### src/nfpa_ram.sv
// Generic single-write, single-read synchronous RAM with registered read.
// Used for the page bitmap and the run-length table. No dependencies.
module nfpa_ram #(
    parameter int WIDTH = 1,
    parameter int DEPTH = 1024
) (
    input  logic                                        clk,
    input  logic                                        we,
    input  logic [((DEPTH > 1) ? $clog2(DEPTH) : 1)-1:0] waddr,
    input  logic [WIDTH-1:0]                            wdata,
    input  logic [((DEPTH > 1) ? $clog2(DEPTH) : 1)-1:0] raddr,
    output logic [WIDTH-1:0]                            rdata
);

    logic [WIDTH-1:0] mem [DEPTH];

    // Write port and registered read port
    always_ff @(posedge clk)
    begin
        if (we)
        begin
            mem[waddr] <= wdata;
        end
        rdata <= mem[raddr];
    end

endmodule

### config.mk
export PLATFORM = sky130hd
export DESIGN_NAME = nfpa_ram
export DESIGN_NICKNAME = d
export VERILOG_FILES = /design/src/nfpa_ram.sv
export SDC_FILE = /design/constraint.sdc
export NUM_CORES = 1
export LEC_CHECK = 0
export BUFFER_PORTS_ARGS = -buffer_cell sky130_fd_sc_hd__buf_4
export CORE_MARGIN = 1.5
export CORE_UTILIZATION = 59
export DETAILED_ROUTE_END_ITERATION = 10
export PLACE_DENSITY = 0.75
export SKIP_CTS_REPAIR_TIMING = 1
export SYNTH_ARGS = -nofsm -noshare
export SYNTH_HDL_FRONTEND = slang
export SYNTH_SLANG_ARGS = --single-unit
### constraint.sdc
create_clock -name clk -period 3.9 [get_ports clk]
set_clock_uncertainty 0.05 [all_clocks]
set_input_delay 0.39 -clock clk [delete_from_list [all_inputs] [get_ports clk]]
set_output_delay 0.39 -clock clk [all_outputs]
set_load 0.05 [all_outputs]
==> flow_metrics.py, run 1 <==
metrics = {
    "synthesis": {
        "synth_top_area_cell": "edfxtp_1",
        "synth_warnings": 0,
        "synth-seq-area-share": 0.689,
        "ys_ff_latch": 1025,
        "yosys.area.top_type_share": 0.689,
        "yosys-top-cells-area": "edfxtp_1 69%, mux4_2 10%, nor2_1 8.7%, mux2i_1 2.8%, clkbuf_1 1.6%",
        "synth_edf_count": 1024,
        "ys_types": 56,
        "async_flop_share": 0,
        "synthCells": 3112,
        "synth_nets": 3135,
        "synthFlopType": "edfxtp_1",
        "avgSynthCellArea_um2": 14.3,
        "netlist_area_um2": 44700,
    },
    "sta": {
        "max_freq_mhz": 318,
        "drv_slew": 0,
        "fin_setup_tns_ns": 0,
        "rsz0062_at_grt": "no",
        "relSlewSlack": 0.254,
        "setup_viol": 0,
        "hold_slack_ns": 0.0655,
        "min_period_ns": 3.14,
        "fin_crit_sh": 0.806,
        "setup_ws_ns": 0.757,
        "worstMarginPinSlew_ns": 1.12,
        "final_hold_viol_count": 0,
    },
    "routing": {
        "drc": 0,
        "routedWlPerCell_um": 29.2,
        "drt_wl_total_um": 120000,
        "drt_iter0_drc": 4213,
        "dr.pass1.iters": 6,
        "drtAntennaViolNets": 0,
        "viasPerCell": 6.66,
        "vias": 27510,
    },
    "clock_network": {
        "cts_buffers": 101,
        "clkLatencyLatePin_ns": 0.67,
        "clockBufferDepth": 3,
        "clk_pin_slew_ns": 0.06,
        "cts_num_sinks": 1025,
        "clock-root-buffer": "clkbuf_16",
        "htree_levels": 3,
        "cts_tree": "built",
    },
    "floorplan": {
        "rows": 100,
        "die_h_um": 278,
        "ioPinCount": 24,
        "dieWidth_um": 278,
        "initial_core_util": 0.598,
        "die-area_um2": 77300,
        "core_um2": 74700,
    },
    "hold_path": {
        "hp-class": "in -> reg",
    },
    "critical_path": {
        "crit_buf_inv": 2,
        "crit_path_start_kind": "primary input",
        "crit_type": "in -> reg",
        "cp-end-kind": "flop",
        "critical-path-slowest-cell": "a311oi_1",
        "regToRegSetupSlack_ns": 1.11,
        "crit_arrival_ns": 3.68,
        "crit_required_ns": 4.44,
        "path_cells": "buf_8, nand2_2, buf_12, o221ai_1, a21oi_1, nor4_1, nor3_1, a311oi_1, o311ai_1, o2111ai_1",
        "worst_path_dominant_cell_family": "compound AO/OA/AOI/OAI gates",
        "path_max_fanout": 53,
        "critPathMaxStageDelay_ns": 0.79,
    },
    "final_layout": {
        "syn_to_final_growth_pct": 10.4,
        "final_cells": 4128,
        "num-nets-final": 3100,
        "final_util": 0.660,
        "fin_area_um2": 49300,
        "drive_above_1_share": 0.173,
    },
    "pwr": {
        "p_leak_nw": 14.8,
        "p_per_area_nw_per_um2": 465,
        "peakVddDrop_mv": 0.395,
        "pwr-share-clk": 0.417,
        "internal_power_mw": 18.0,
        "pwr-share-comb": 0.055,
        "swShare": 0.215,
        "switching_power_mw": 4.93,
        "seq_power_share": 0.528,
        "power_mw": 23.0,
    },
    "place": {
        "dp.cells": 3943,
        "portBuffers": 23,
        "place_ws_ns": 0.264,
        "dpl-instance-area_um2": 46100,
        "hpwl_um": 65600,
        "gp_congestion": 0.840,
    },
    "outcome": {
        "status": "finished clean",
    },
    "grt": {
        "grt_max_degree": 162,
        "grt_pass1_wl_um": 176000,
        "antenna_found_initial": 3,
        "grt_use_total": 0.315,
        "globalRouteOverflowTotal": 0,
        "grt_pass1_vias": 27538,
    },
    "flow_run": {
        "max_cap_viol_count": 0,
    },
}
[cells in the mapped netlist (5+ instances only)]
cell and count:
o22ai_1 28, nand4_1 10, buf_6 18, a21oi_1 37, nand2b_1 8, mux4_1 14
o221ai_1 49, buf_2 19, nor2_1 1036, clkbuf_1 186, nor3_1 37, buf_1 57
nor2b_1 11, nor4_1 5, mux2i_1 123, nand3_1 37, mux4_2 200, and2_1 6
a2111oi_0 6, o21ai_0 11, a22oi_1 17, nand2_1 86, buf_4 13, nor3b_1 8
edfxtp_1 1024
[area by class of cell]
class | count | area, um2
Fill cell | 5022 | 25400
Inverter | 6 | 22.5
Timing Repair Buffer | 165 | 1540
Clock inverter | 66 | 628
Clock buffer | 118 | 2590
Antenna cell | 1 | 2.50
Tap cell | 969 | 1210
Multi-Input combinational cell | 1778 | 12600
Sequential cell | 1025 | 30800
[power groups by stage]
stage / logic [mW] / clock network (mW) / registers [mW]
floorplan: 0.701 / 0 / 12.4
finish: 1.26 / 9.57 / 12.1
global placement: 1.20 / 0 / 12.4
global route: 1.31 / 10.0 / 12.1
detailed placement: 1.23 / 0 / 12.4
CTS: 1.23 / 9.62 / 12.1
[cell usage in the layout (no fill, tap or decap), drive strengths merged, types with 3 or more instances in the layout]
cell type	count
nor2	1036
nand2b	8
a311oi	3
edfxtp	1024
and3	4
nor2b	11
inv	8
o21ai	13
o22ai	28
clkinv	44
mux2	3
nand2	86
a22oi	17
and3b	3
clkinvlp	9
clkbuf	118
o221ai	49
a211oi	4
bufinv	11
a22o	4
nand4	10
a2111oi	6
and2	6
mux2i	123
nor4	5
nor3b	8
mux4	214
a31oi	4
a21oi	37
nand3	37
nor3	37
buf	165
[state kept, by name, summed over array words and instances (netlist names)]
| signal | flops |
|---|---|
| mem | 1024 |
| rdata | 1 |
[cell families after synthesis]
| family | synth area share |
|---|---|
| DFF | 0.689 |
| and+or+nand+nor | 0.112 |
| muxes | 0.137 |
| buffers and inverters | 0.0330 |
| AOI/OAI and AO/OA | 0.0283 |
[final timing paths]
| path | from | to | cells after the start |
|---|---|---|---|
| setup reg to reg | mem[283] | rdata | 8 |
| setup / recovery | raddr[1] | rdata | 10 |
| hold reg to reg | mem[632] | rdata | 6 |
| hold / removal | raddr[6] | rdata | 2 |
[routing by layer]
layer / GRT usage / wire (um)
met4: 0.133 / 5440
met1: 0.423 / 42000
met2: 0.509 / 57800
met3: 0.0619 / 15100
met5: 0 / 21
(Power assumes the default switching activity.)
==> run 2: changes to the inputs <==
--- a/config.mk
+++ b/config.mk
@@ -5,11 +5,12 @@
 export SDC_FILE = /design/constraint.sdc
 export NUM_CORES = 1
 export LEC_CHECK = 0
+export ABC_AREA = 1
 export BUFFER_PORTS_ARGS = -buffer_cell sky130_fd_sc_hd__buf_4
 export CORE_MARGIN = 1.5
-export CORE_UTILIZATION = 59
+export CORE_UTILIZATION = 57
 export DETAILED_ROUTE_END_ITERATION = 10
-export PLACE_DENSITY = 0.75
+export PLACE_DENSITY = 0.76
 export SKIP_CTS_REPAIR_TIMING = 1
 export SYNTH_ARGS = -nofsm -noshare
 export SYNTH_HDL_FRONTEND = slang
==> constraint.sdc (replaced) <==
create_clock -name clk -period 2.56 [get_ports clk]
set_clock_uncertainty 0.05 [all_clocks]
set_input_delay 0.256 -clock clk [delete_from_list [all_inputs] [get_ports clk]]
set_output_delay 0.256 -clock clk [all_outputs]
set_load 0.05 [all_outputs]
==> flow_metrics.py, run 2 <==
metrics = {
    "outcome": {
        "status": "finished with violations",
        "violations": "hold timing",
    },
    "place": {
        "dpl-instance-area_um2": 48200,
        "hpwl_um": 69100,
        "place_ws_ns": 0.0686,
        "gp_congestion": 0.870,
        "portBuffers": 23,
    },
    "sta": {
        "fin_crit_sh": 0.770,
        "fin_setup_tns_ns": 0,
        "rsz0062_at_grt": "no",
        "setup_viol": 0,
        "relSlewSlack": 0.437,
        "hold_slack_ns": -0.0108,
        "min_period_ns": 1.97,
        "drv_slew": 0,
        "final_hold_viol_count": 1,
        "max_freq_mhz": 507,
        "setup_ws_ns": 0.588,
        "worstMarginPinSlew_ns": 0.845,
    },
    "routing": {
        "drtAntennaViolNets": 0,
        "vias": 35501,
        "drt_wl_total_um": 135000,
        "viasPerCell": 6.18,
        "dr.pass1.iters": 6,
        "routedWlPerCell_um": 23.6,
        "drt_iter0_drc": 5642,
        "drc": 0,
    },
    "synthesis": {
        "synthCells": 4679,
        "avgSynthCellArea_um2": 9.91,
        "yosys-top-cells-area": "edfxtp_1 66%, nand3_1 11%, nand2_1 8.9%, nor2_1 8.4%, clkbuf_1 1.6%",
        "ys_ff_latch": 1025,
        "yosysMostFrequentCell": "nand2_1",
        "async_flop_share": 0,
        "synth-simple-area-share": 0.287,
        "synth_top_family_by_area": "simple AND/OR/NAND/NOR gates",
        "synth-seq-area-share": 0.663,
        "synth_warnings": 0,
        "yosys.area.top_type_share": 0.663,
        "synth_commonest_cells": "1102 x nand2_1, 1042 x nor2_1, 1024 x edfxtp_1",
        "muxShareOfSynthArea": 0,
        "synth_compound_area_frac": 0,
        "synth_top_area_cell": "edfxtp_1",
        "synthFlopType": "edfxtp_1",
        "synth_edf_count": 1024,
        "ys_types": 17,
        "synth_nets": 4702,
        "netlist_area_um2": 46400,
        "synth_fa_ha_area_frac": 0,
        "synthXorXnorAreaFrac": 0,
    },
    "grt": {
        "antenna_found_initial": 3,
        "grt_pass1_wl_um": 202000,
        "grt_max_degree": 107,
        "globalRouteOverflowTotal": 0,
        "grt_use_total": 0.327,
        "grt_pass1_vias": 33385,
    },
    "critical_path": {
        "crit_path_frequent_cell": "nand3_1",
        "crit_path_start_kind": "primary input",
        "critical-path-slowest-cell": "nand2_1",
        "cp-end-kind": "flop",
        "crit_required_ns": 3.13,
        "crit_arrival_ns": 2.55,
        "crit_type": "in -> reg",
        "path_cells": "buf_8, inv_16, buf_12, buf_12, nand2_1, nand3_1, nand3_1, nand3_1, nand3_1, nand3_1, nand3_1, nand2_1, nand2_1, nand3_1, nand3_1, nand2_1",
        "path_max_fanout": 58,
        "critPathMaxStageDelay_ns": 0.24,
    },
    "final_layout": {
        "drive_above_1_share": 0.0842,
        "largest_reg_flops": 1024,
        "num-nets-final": 4615,
        "fillers": 6105,
        "fin_area_um2": 51500,
        "regMostFlops": "mem",
        "reg.largest.list": "mem (1024), rdata (1)",
        "mostFrequentLayoutCells": "1080 x nand2_1, 1042 x nor2_1, 1024 x edfxtp_1, 1018 x nand3_1, 148 x buf_4",
        "final_common_cell": "nand2_1",
        "syn_to_final_growth_pct": 10.9,
    },
    "pwr": {
        "peakVddDrop_mv": 0.499,
        "p_per_area_nw_per_um2": 690,
        "p_leak_nw": 17.2,
    },
    "floorplan": {
        "ioPinCount": 24,
        "die-area_um2": 83100,
        "dieWidth_um": 288,
        "core_um2": 80500,
        "die_h_um": 288,
        "rows": 104,
        "initial_core_util": 0.576,
    },
    "clock_network": {
        "clkLatencyLatePin_ns": 0.69,
        "clockBufferDepth": 3,
        "cts_tree": "built",
        "clock-root-buffer": "clkbuf_16",
        "htree_levels": 3,
        "clk_pin_slew_ns": 0.06,
        "cts_num_sinks": 1025,
        "cts_buffers": 103,
    },
    "flow_run": {
        "max_cap_viol_count": 0,
    },
    "hold_path": {
        "hp-class": "in -> reg",
    },
}
-- run 2: cell type report --
| type | instances | area [um2] | area share |
|---|---|---|---|
| multi-input combinational | 3196 | 13400 | 0.260 |
| tap | 1060 | 1330 | 0.0258 |
| sequential | 1025 | 30800 | 0.598 |
| clock inverter | 65 | 528 | 0.0103 |
| antenna | 1 | 2.50 | 0.0000486 |
| inverter | 46 | 203 | 0.00394 |
| timing repair buffer | 220 | 2520 | 0.0489 |
| clock buffer | 128 | 2710 | 0.0527 |
-- run 2: logic make-up after synthesis --
group	Yosys count
buffers and inverters	458
flip-flops	1025
AND/OR/NAND/NOR	3196
-- run 2: metal layers --
metal | vias up | share of wire | global-route usage
met2 | 2560 | 0.46 | 0.509
met1 | 16785 | 0.35 | 0.431
li1 | 15651 | - | -
met4 | 8 | 0.055 | 0.175
met3 | 497 | 0.14 | 0.0751
met5 | - | 0.00071 | 0
-- run 2: metrics by stage --
| step | util | power [mW] | instances |
|---|---|---|---|
| 2_1_floorplan | - | 20.1 | 4679 |
| 3_3_place_gp | 0.599 | 21.1 | 5546 |
| 3_5_place_dp | 0.599 | 21.1 | 5546 |
| 4_1_cts | 0.639 | 35.5 | 5739 |
| 5_1_grt | 0.639 | 36.3 | 5740 |
| 6_report | 0.639 | 35.5 | 5741 |
-- run 2: path summary, 6_finish.rpt --
path	from	endpoint	slack, ns	cells after the start
min reg2reg	mem[193]	rdata	1.14	12
min	raddr[8]	rdata	-0.01	4
max reg2reg	mem[927]	rdata	0.66	12
max	raddr[0]	rdata	0.59	16
-- run 2: where the power goes --
part	internal, mW	leakage, nW	switching (mW)	total, mW
registers	18.5	9.21	0.00982	18.5
clock network	8.23	1.60	6.39	14.6
logic	0.675	6.44	1.72	2.39
total	27.4	17.2	8.12	35.5
-- run 2: critical path: cells and delay by family --
kind                   cells  cell delay [ns]
and+or+nand+nor           12             1.37
buffers and inverters      4             0.83
